File: src/rpeg_pkg.sv
package rpeg_pkg;

	// Divider produces a 16-bit turn phase, one quotient bit a cycle
	localparam int unsigned PHASE_BITS = 16;
	localparam int unsigned DIV_CNT_W  = 4;

	// CORDIC internals: 24-bit signed, unit 2^22
	localparam int unsigned CW           = 24;
	localparam int unsigned ATAN_ENTRIES = 24;
	localparam int unsigned ATAN_IDX_W   = 5;
	localparam logic signed [CW-1:0] CORDIC_START = 24'sd2547003;

	// Scaling: radius times trig magnitude, guard of 1/256 pixel, then drop 22 bits
	localparam int unsigned RADIUS_W   = 10;
	localparam int unsigned PROD_W     = RADIUS_W + CW;
	localparam int unsigned FRAC_BITS  = 22;
	localparam logic [PROD_W-1:0] GUARD_BIAS = 34'd16384;
	localparam logic [RADIUS_W-1:0] RADIUS_RESET = 10'd100;

	localparam int unsigned COUNT_W = 7;
	localparam int unsigned COORD_W = 11;
	localparam logic [COORD_W-1:0] COORD_MAX = 11'd1023;

	typedef struct packed {
		logic load;
		logic div_step;
		logic seed;
		logic rot_step;
		logic mul;
		logic fin;
		logic emit;
		logic next;
	} cmd_t;

	typedef struct packed {
		logic div_last;
		logic rot_last;
		logic first;
		logic last_seg;
	} status_t;

	// Arctangent of 2^-i in units of 2^-24 turn
	function automatic logic signed [CW-1:0] atan_turn(input logic [ATAN_IDX_W-1:0] idx);
		logic signed [CW-1:0] r;
		begin
			unique case (idx)
				5'd0:    r = 24'sd2097152;
				5'd1:    r = 24'sd1238021;
				5'd2:    r = 24'sd654136;
				5'd3:    r = 24'sd332050;
				5'd4:    r = 24'sd166669;
				5'd5:    r = 24'sd83416;
				5'd6:    r = 24'sd41718;
				5'd7:    r = 24'sd20860;
				5'd8:    r = 24'sd10430;
				5'd9:    r = 24'sd5215;
				5'd10:   r = 24'sd2608;
				5'd11:   r = 24'sd1304;
				5'd12:   r = 24'sd652;
				5'd13:   r = 24'sd326;
				5'd14:   r = 24'sd163;
				5'd15:   r = 24'sd81;
				5'd16:   r = 24'sd41;
				5'd17:   r = 24'sd20;
				5'd18:   r = 24'sd10;
				5'd19:   r = 24'sd5;
				5'd20:   r = 24'sd3;
				5'd21:   r = 24'sd1;
				5'd22:   r = 24'sd1;
				default: r = 24'sd0;
			endcase
			return r;
		end
	endfunction

endpackage

File: src/regular_polygon_edge_generator.sv
// Regular polygon edge generator. Pulse start with a side count N while busy is low;
// the block then emits N segments outlining a regular polygon of radius circle_radius
// centred at the origin, one segment per result_valid pulse, the final one flagged by
// last_segment. Results are shown for exactly one cycle and cannot be stalled, so the
// receiver must take every result_valid cycle. A side count of zero emits nothing and
// busy stays low; counts above MAX_SIDES are saturated. Each vertex passes through
// the bit-serial phase divider, a seed of the rotator, CORDIC_STEPS rotations on the
// single shared CORDIC unit, and the radius multiply and rounding. The radius is
// written through cfg_valid/cfg_ready/cfg_data while the block is idle.
module regular_polygon_edge_generator #(
	parameter int unsigned MAX_SIDES    = 64,
	parameter int unsigned CORDIC_STEPS = 20
) (
	input  logic                                 clk,
	input  logic                                 arst_n,
	input  logic                                 start,
	output logic                                 busy,
	input  logic [rpeg_pkg::COUNT_W-1:0]         side_count,
	input  logic                                 cfg_valid,
	output logic                                 cfg_ready,
	input  logic [rpeg_pkg::RADIUS_W-1:0]        cfg_data,
	output logic                                 result_valid,
	output logic signed [rpeg_pkg::COORD_W-1:0]  x_start,
	output logic signed [rpeg_pkg::COORD_W-1:0]  y_start,
	output logic signed [rpeg_pkg::COORD_W-1:0]  x_end,
	output logic signed [rpeg_pkg::COORD_W-1:0]  y_end,
	output logic                                 last_segment
);

	rpeg_pkg::cmd_t    cmd;
	rpeg_pkg::status_t status;

	// Take a radius write only while idle, so a polygon keeps one radius throughout
	assign cfg_ready = !busy;

	rpeg_ctrl u_ctrl (
		.clk          (clk),
		.arst_n       (arst_n),
		.start        (start),
		.item_nonzero (side_count != '0),
		.status       (status),
		.cmd          (cmd),
		.busy         (busy),
		.result_valid (result_valid)
	);

	rpeg_dpath #(
		.MAX_SIDES    (MAX_SIDES),
		.CORDIC_STEPS (CORDIC_STEPS)
	) u_dpath (
		.clk        (clk),
		.arst_n     (arst_n),
		.cmd        (cmd),
		.side_count (side_count),
		.cfg_we     (cfg_valid && cfg_ready),
		.cfg_data   (cfg_data),
		.status     (status),
		.x_start    (x_start),
		.y_start    (y_start),
		.x_end      (x_end),
		.y_end      (y_end)
	);

	// Only meaningful while result_valid is high
	assign last_segment = status.last_seg;

`ifndef SYNTHESIS
	a_result_while_busy: assert property (@(posedge clk) disable iff (!arst_n)
		result_valid |-> busy)
		else $error("result shown while idle");

	a_last_ends_item: assert property (@(posedge clk) disable iff (!arst_n)
		(result_valid && last_segment) |=> !busy)
		else $error("block still busy after last segment");

	a_zero_sides_idle: assert property (@(posedge clk) disable iff (!arst_n)
		(start && !busy && side_count == '0) |=> !busy)
		else $error("zero side count started work");

	a_coord_clamped: assert property (@(posedge clk) disable iff (!arst_n)
		result_valid |-> (x_start != 11'h400 && y_start != 11'h400 &&
			x_end != 11'h400 && y_end != 11'h400))
		else $error("coordinate outside clamp range");
`endif

endmodule

File: src/rpeg_ctrl.sv
module rpeg_ctrl (
	input  logic              clk,
	input  logic              arst_n,
	input  logic              start,
	input  logic              item_nonzero,
	input  rpeg_pkg::status_t status,
	output rpeg_pkg::cmd_t    cmd,
	output logic              busy,
	output logic              result_valid
);

	typedef enum logic [6:0] {
		ST_IDLE = 7'b0000001,
		ST_DIV  = 7'b0000010,
		ST_SEED = 7'b0000100,
		ST_ROT  = 7'b0001000,
		ST_MUL  = 7'b0010000,
		ST_FIN  = 7'b0100000,
		ST_EMIT = 7'b1000000
	} state_t;

	state_t state_q;
	state_t state_d;

	always_comb begin
		state_d = state_q;
		cmd     = '0;
		unique case (state_q)
			ST_IDLE: begin
				if (start && item_nonzero) begin
					cmd.load = 1'b1;
					state_d  = ST_DIV;
				end
			end
			ST_DIV: begin
				cmd.div_step = 1'b1;
				if (status.div_last) begin
					state_d = ST_SEED;
				end
			end
			ST_SEED: begin
				cmd.seed = 1'b1;
				state_d  = ST_ROT;
			end
			ST_ROT: begin
				cmd.rot_step = 1'b1;
				if (status.rot_last) begin
					state_d = ST_MUL;
				end
			end
			ST_MUL: begin
				cmd.mul = 1'b1;
				state_d = ST_FIN;
			end
			ST_FIN: begin
				cmd.fin = 1'b1;
				// first vertex only seeds the start point
				if (status.first) begin
					cmd.next = 1'b1;
					state_d  = ST_DIV;
				end else begin
					state_d = ST_EMIT;
				end
			end
			ST_EMIT: begin
				cmd.emit = 1'b1;
				if (status.last_seg) begin
					state_d = ST_IDLE;
				end else begin
					cmd.next = 1'b1;
					state_d  = ST_DIV;
				end
			end
			default: begin
				state_d = ST_IDLE;
			end
		endcase
	end

	always_ff @(posedge clk or negedge arst_n) begin
		if (!arst_n) begin
			state_q <= ST_IDLE;
		end else begin
			state_q <= state_d;
		end
	end

	assign busy         = (state_q != ST_IDLE);
	assign result_valid = (state_q == ST_EMIT);

endmodule

File: src/rpeg_dpath.sv
module rpeg_dpath #(
	parameter int unsigned MAX_SIDES    = 64,
	parameter int unsigned CORDIC_STEPS = 20
) (
	input  logic                                 clk,
	input  logic                                 arst_n,
	input  rpeg_pkg::cmd_t                       cmd,
	input  logic [rpeg_pkg::COUNT_W-1:0]         side_count,
	input  logic                                 cfg_we,
	input  logic [rpeg_pkg::RADIUS_W-1:0]        cfg_data,
	output rpeg_pkg::status_t                    status,
	output logic signed [rpeg_pkg::COORD_W-1:0]  x_start,
	output logic signed [rpeg_pkg::COORD_W-1:0]  y_start,
	output logic signed [rpeg_pkg::COORD_W-1:0]  x_end,
	output logic signed [rpeg_pkg::COORD_W-1:0]  y_end
);

	localparam int unsigned NW     = rpeg_pkg::COUNT_W;
	localparam int unsigned CW     = rpeg_pkg::CW;
	localparam int unsigned PW     = rpeg_pkg::PROD_W;
	localparam int unsigned OW     = rpeg_pkg::COORD_W;
	localparam int unsigned RW     = rpeg_pkg::RADIUS_W;
	localparam int unsigned QW     = rpeg_pkg::PHASE_BITS;
	localparam int unsigned STEP_W = $clog2(CORDIC_STEPS);

	// Sequencing
	logic [NW-1:0]        n_q, k_q, seg_q, rem_q;
	logic [rpeg_pkg::DIV_CNT_W-1:0] dcnt_q;
	logic                 first_q;
	logic [QW-1:0]        quo_q;
	logic [RW-1:0]        radius_q;

	// CORDIC
	logic signed [CW-1:0] x_q, y_q, z_q;
	logic [1:0]           quad_q;
	logic [STEP_W-1:0]    step_q;

	// Scaling
	logic [PW-1:0]        prodx_q, prody_q;
	logic                 negx_q, negy_q;

	// Segment end points
	logic signed [OW-1:0] sx_q, sy_q, ex_q, ey_q;

	logic [NW-1:0]        n_sat, k_first, k_next;
	logic [NW:0]          rem2;
	logic                 ge;
	logic signed [CW-1:0] dx, dy, atan_v, c_v, s_v;
	logic [CW-1:0]        magc, mags;
	logic signed [OW-1:0] cx_v, cy_v;

	function automatic logic signed [OW-1:0] scale_coord(input logic [PW-1:0] prod,
			input logic neg);
		logic [PW-1:0] biased;
		logic [PW-1:0] p;
		logic [OW-1:0] mag;
		begin
			biased = prod + rpeg_pkg::GUARD_BIAS;
			p      = biased >> rpeg_pkg::FRAC_BITS;
			mag    = (p > PW'(rpeg_pkg::COORD_MAX)) ? rpeg_pkg::COORD_MAX : p[OW-1:0];
			return neg ? -$signed(mag) : $signed(mag);
		end
	endfunction

	assign n_sat   = (side_count > NW'(MAX_SIDES)) ? NW'(MAX_SIDES) : side_count;
	assign k_first = (n_sat == NW'(1)) ? '0 : NW'(1);
	assign k_next  = (k_q + NW'(1) == n_q) ? '0 : k_q + NW'(1);

	// Restoring divide step: phase = k * 2^16 / n
	assign rem2 = {rem_q, 1'b0};
	assign ge   = (rem2 >= {1'b0, n_q});

	assign dx     = y_q >>> step_q;
	assign dy     = x_q >>> step_q;
	assign atan_v = rpeg_pkg::atan_turn(rpeg_pkg::ATAN_IDX_W'(step_q));

	// Quadrant fold
	always_comb begin
		case (quad_q)
			2'd0: begin
				c_v = x_q;
				s_v = y_q;
			end
			2'd1: begin
				c_v = -y_q;
				s_v = x_q;
			end
			2'd2: begin
				c_v = -x_q;
				s_v = -y_q;
			end
			default: begin
				c_v = y_q;
				s_v = -x_q;
			end
		endcase
	end

	assign magc = c_v[CW-1] ? CW'(-c_v) : CW'(c_v);
	assign mags = s_v[CW-1] ? CW'(-s_v) : CW'(s_v);

	assign cx_v = scale_coord(prodx_q, negx_q);
	assign cy_v = scale_coord(prody_q, negy_q);

	always_ff @(posedge clk or negedge arst_n) begin
		if (!arst_n) begin
			n_q      <= '0;
			k_q      <= '0;
			seg_q    <= '0;
			rem_q    <= '0;
			dcnt_q   <= '0;
			first_q  <= 1'b0;
			step_q   <= '0;
			radius_q <= rpeg_pkg::RADIUS_RESET;
		end else begin
			if (cfg_we) begin
				radius_q <= cfg_data;
			end
			if (cmd.load) begin
				n_q     <= n_sat;
				k_q     <= k_first;
				rem_q   <= k_first;
				dcnt_q  <= '0;
				seg_q   <= '0;
				first_q <= 1'b1;
			end
			if (cmd.next) begin
				k_q    <= k_next;
				rem_q  <= k_next;
				dcnt_q <= '0;
			end
			if (cmd.div_step) begin
				rem_q  <= ge ? NW'(rem2 - {1'b0, n_q}) : rem2[NW-1:0];
				dcnt_q <= dcnt_q + 1'b1;
			end
			if (cmd.seed) begin
				step_q <= '0;
			end
			if (cmd.rot_step) begin
				step_q <= step_q + 1'b1;
			end
			if (cmd.fin) begin
				first_q <= 1'b0;
			end
			if (cmd.emit) begin
				seg_q <= seg_q + 1'b1;
			end
		end
	end

	always_ff @(posedge clk) begin
		if (cmd.div_step) begin
			quo_q <= {quo_q[QW-2:0], ge};
		end
		if (cmd.seed) begin
			x_q    <= rpeg_pkg::CORDIC_START;
			y_q    <= '0;
			z_q    <= $signed({2'b00, quo_q[QW-3:0], 8'h00});
			quad_q <= quo_q[QW-1:QW-2];
		end
		if (cmd.rot_step) begin
			if (!z_q[CW-1]) begin
				x_q <= x_q - dx;
				y_q <= y_q + dy;
				z_q <= z_q - atan_v;
			end else begin
				x_q <= x_q + dx;
				y_q <= y_q - dy;
				z_q <= z_q + atan_v;
			end
		end
		if (cmd.mul) begin
			prodx_q <= PW'(radius_q) * PW'(magc);
			prody_q <= PW'(radius_q) * PW'(mags);
			negx_q  <= c_v[CW-1];
			negy_q  <= s_v[CW-1];
		end
		if (cmd.fin) begin
			ex_q <= cx_v;
			ey_q <= cy_v;
			if (first_q) begin
				sx_q <= cx_v;
				sy_q <= cy_v;
			end
		end
		if (cmd.emit) begin
			sx_q <= ex_q;
			sy_q <= ey_q;
		end
	end

	assign status.div_last = (dcnt_q == rpeg_pkg::DIV_CNT_W'(QW - 1));
	assign status.rot_last = (step_q == STEP_W'(CORDIC_STEPS - 1));
	assign status.first    = first_q;
	assign status.last_seg = (seg_q + NW'(1) == n_q);

	assign x_start = sx_q;
	assign y_start = sy_q;
	assign x_end   = ex_q;
	assign y_end   = ey_q;

endmodule
File: config.mk
export PLATFORM = sky130hd
export DESIGN_NAME = regular_polygon_edge_generator
export DESIGN_NICKNAME = d
export VERILOG_FILES = /design/src/rpeg_pkg.sv /design/src/regular_polygon_edge_generator.sv /design/src/rpeg_ctrl.sv /design/src/rpeg_dpath.sv
export SDC_FILE = /design/constraint.sdc
export NUM_CORES = 2
export LEC_CHECK = 0
export ABC_AREA = 1
export BUFFER_PORTS_ARGS = -buffer_cell sky130_fd_sc_hd__buf_2
export CAP_MARGIN = 20
export CORE_MARGIN = 2
export CORE_UTILIZATION = 65
export CTS_CLUSTER_DIAMETER = 200
export DETAILED_ROUTE_END_ITERATION = 12
export HOLD_SLACK_MARGIN = 0.15
export PLACE_DENSITY = 0.82
export SLEW_MARGIN = 20
export SYNTH_ARGS = -nofsm -noshare
export SYNTH_HDL_FRONTEND = slang
export SYNTH_HIERARCHICAL = 1
export SYNTH_SLANG_ARGS = --single-unit
File: constraint.sdc
create_clock -name clk -period 12.2 [get_ports clk]
set_clock_uncertainty 0.05 [all_clocks]
set_input_delay 0 -clock clk [delete_from_list [all_inputs] [get_ports clk]]
set_output_delay 0 -clock clk [all_outputs]
set_load 0.02 [all_outputs]
==> impl_results.md <==
- Status: finished clean
- Htree depth: 1
- Worst r2r dst: u_dpath/prody_q[23]$_DFFE_PP_
- Multi-input logic area: between 0.02 and 0.03 mm^2
- Post-CTS setup buffer count: 0
- Largest net degree at the start of global routing: between 90 and 100
- Hold Path Origin: start
- Clock Sinks: between 200 and 250
- RSZ-0062 raised after global routing: false
- Critical path's most frequent cell: nand2_1
- IO Port Bufs: 68
- DRT Pass-1 Iters: 8
- Hold Path Cell Cnt: 5
- Register area: 0.00667 mm^2
- Hold Path Sink: u_ctrl/state_q[0]$_DFFE_PN1P_
- Finish-stage setup viols: 0
- Commonest cells after routing, fill and taps aside: nand2_1 (1187), inv_1 (712), nor2_1 (583)
- Cts bufs inserted: 28
- Starting Density: between 60% and 70%
- Period utilization: roughly 70%
- Synthesized flop and latch total: 231
- EDFF count, synth: approximately 180
- Die ar.: 0.0579 mm^2
- Grt total ovfl: 0
- Clk buf depth: 3
- Seq/Total Area, Yosys: 18.3%
- CP arrival: between 8000 and 9000 ps
- CP Launch Type: flip-flop
- Yosys cell types: 73
- Crit path kind: flip-flop to flip-flop
- Util after Layout: between 70% and 80%
- Fmax: about 0.12 GHz
- Commonest non-fill, non-tap cell in the layout: nand2_1
- CTS clock-pin slew for the worst setup and hold paths: approximately 60 ps
- Setup crit end kind: flip-flop
- Post-cts sizing count: 0
- Share of cells above drive strength 1: between 7 and 8%
- Detailed Route WL: around 110000 um
- Avg Cell Area, Syn: 7.22 um^2
- Worst skew pair latency: 630 ps
- Area Growth Syn to Fin: 6.50%
- Post-CTS Hold Buffers: 66
- Iteration-0 DRC count of the detailed router: ~4100
- DP Wirelength: 83800 um
- Syn. warnings: 6
- FFs w/ async S/R, synth: 23.8%
- Fill count: 4679
- NumNets Final: around 5700
- Crit path buffers/inverters: 5
- R2r startpoint: u_dpath/quad_q[0]$_DFFE_PP_
- Worst path slowest cell: nor2_2
- Slew of the pin with the lowest slew margin: approximately 1000 ps
- Routability cong.: approximately 1.1
- Chip Width: about 240 um
- Crit path required time: about 13000 ps
- Core area: about 0.055 mm^2
- DRT antenna net count: 0
- Main synth FF type: edfxtp_1
- Root buf cell: clkbuf_16
- First-pass GRT wire length: approximately 170000 um
- Std cell rows: 86
- Fin. max-slew vios: 0
- Antenna cells: 0
- Synthesized instance count: ~5000
- Slew Limit Headroom: 30.0%
- Vias after detailed routing: 34700
- Delay-heaviest family, CP: adder cells
- Number of global-route vias before repair: 33400
- Depth of the worst register-to-register path: 30
- CP max FO: 23
- Worst path max stage delay: 800 ps
- WL per Instance: 18.3 um
- R2R setup slack: between 3000 and 4000 ps
- HP Class: input pin to flip-flop
- Die height: roughly 240 um
- Residual DRC: 0
- CTS tree: built
- Vias per cell: a little under 6
- IO Count: 69
- Max cap viols: 0
- Total GRT Usage: 37.2%
- Synthesized cell area: around 0.036 mm^2
- Initial antenna violation count: 0
- Fin. Hold Viols: 0
- Final TNS setup: 0 ps
- WP depth: 30
- Final Critical Period: 8560 ps
- Syn nets: 5641
state kept, by name, summed over array words and instances (netlist names), 7 cells and up:
signal and count:
u_dpath/x_end 11, u_dpath/prody_q 20, u_dpath/z_q 24, u_dpath/seg_q 7, u_dpath/y_end 11, u_dpath/x_q 24, u_dpath/y_start 11, u_dpath/quo_q 16
u_dpath/n_q 7, u_ctrl/state_q 7, u_dpath/y_q 24, u_dpath/prodx_q 20, u_dpath/k_q 7, u_dpath/radius_q 10, u_dpath/rem_q 7, u_dpath/x_start 11
worst min-delay path, stage by stage:
cell and delay (ps):
dlygate4sd3_1 530, buf_2 110, nand2_1 110, nand3_1 150
nand3_1 80
routing by layer:
layer	GRT usage (%)	up-vias	wire (um)
met5	0	-	0
met4	16.1	0	5230
met3	7.22	351	10800
met2	59.8	1762	48300
met1	49.2	16300	42800
li1	-	16400	-
final cells by class:
| type | count | area share (%) |
|---|---|---|
| well taps | 748 | 2.42 |
| repair buffers | 169 | 3.26 |
| inverters | 759 | 7.36 |
| flip-flops and latches | 231 | 17.2 |
| clock buffers | 34 | 1.87 |
| multi-input cells | 3898 | 67.5 |
| clock inverters | 18 | 0.436 |
Yosys cell counts (11+ instances only):
library cell,number,area share [%]
ha_1,229,7.9
o211ai_1,42,0.87
nand4_1,84,1.4
nand3_1,279,3.8
a31oi_1,14,0.24
o21ai_1,55,0.76
nand2_2,36,0.62
nor4_1,14,0.24
nor2_4,12,0.37
o21ai_2,11,0.26
o22ai_1,18,0.31
dfrtp_1,51,3.5
a21o_1,11,0.23
buf_4,11,0.23
nor2_1,585,6.0
fa_1,350,19
o21ai_0,299,4.1
nand2_1,1187,12
a21oi_1,247,3.4
o21a_1,19,0.39
xor2_1,125,3.0
nor2_2,37,0.64
clkbuf_1,86,0.89
edfxtp_1,176,15
inv_2,42,0.43
or2_2,20,0.34
buf_2,37,0.51
inv_1,713,7.4
xnor2_1,44,1.1
a211oi_1,12,0.25
nor3_1,47,0.65
metrics by stage:
step,hold WS (ps),worst slack (ps),cells,area (um^2)
4_1_cts,248,3840,5857,38700
2_1_floorplan,-346,5360,5041,36400
5_1_grt,340,3230,5857,38700
6_report,315,3640,5857,38700
3_3_place_gp,161,4120,5739,37200
3_5_place_dp,170,3930,5739,37200
worst max path at each step:
stage | to | slack [ps] | from
after detailed placement | u_dpath/prody_q[23]$_DFFE_PP_ | 3930 | u_dpath/quad_q[0]$_DFFE_PP_
after floorplan | u_dpath/prodx_q[31]$_DFFE_PP_ | 5360 | u_dpath/x_q[1]$_SDFFCE_PN1P_
after global placement | u_dpath/prody_q[23]$_DFFE_PP_ | 4120 | u_dpath/quad_q[0]$_DFFE_PP_
after global routing | u_dpath/prody_q[23]$_DFFE_PP_ | 3230 | u_dpath/quad_q[1]$_DFFE_PP_
after CTS | u_dpath/prody_q[23]$_DFFE_PP_ | 3840 | u_dpath/quad_q[0]$_DFFE_PP_
final | u_dpath/prody_q[23]$_DFFE_PP_ | 3640 | u_dpath/quad_q[0]$_DFFE_PP_
cell families (layout without fill, tap and decap cells):
family	after synthesis	after routing	share of synthesized area, %
AOI/OAI and AO/OA	788	788	12.4
xor gates and xnor gates	174	174	4.29
adders and majority gates	579	579	27.1
buffers and inverters	912	980	9.86
DFF	231	231	18.3
muxes	7	7	0.193
and+or+nand+nor	2350	2350	27.8
Power is not shown: default switching activity piles up to over one toggle a cycle in this logic, so the estimate is an artifact.
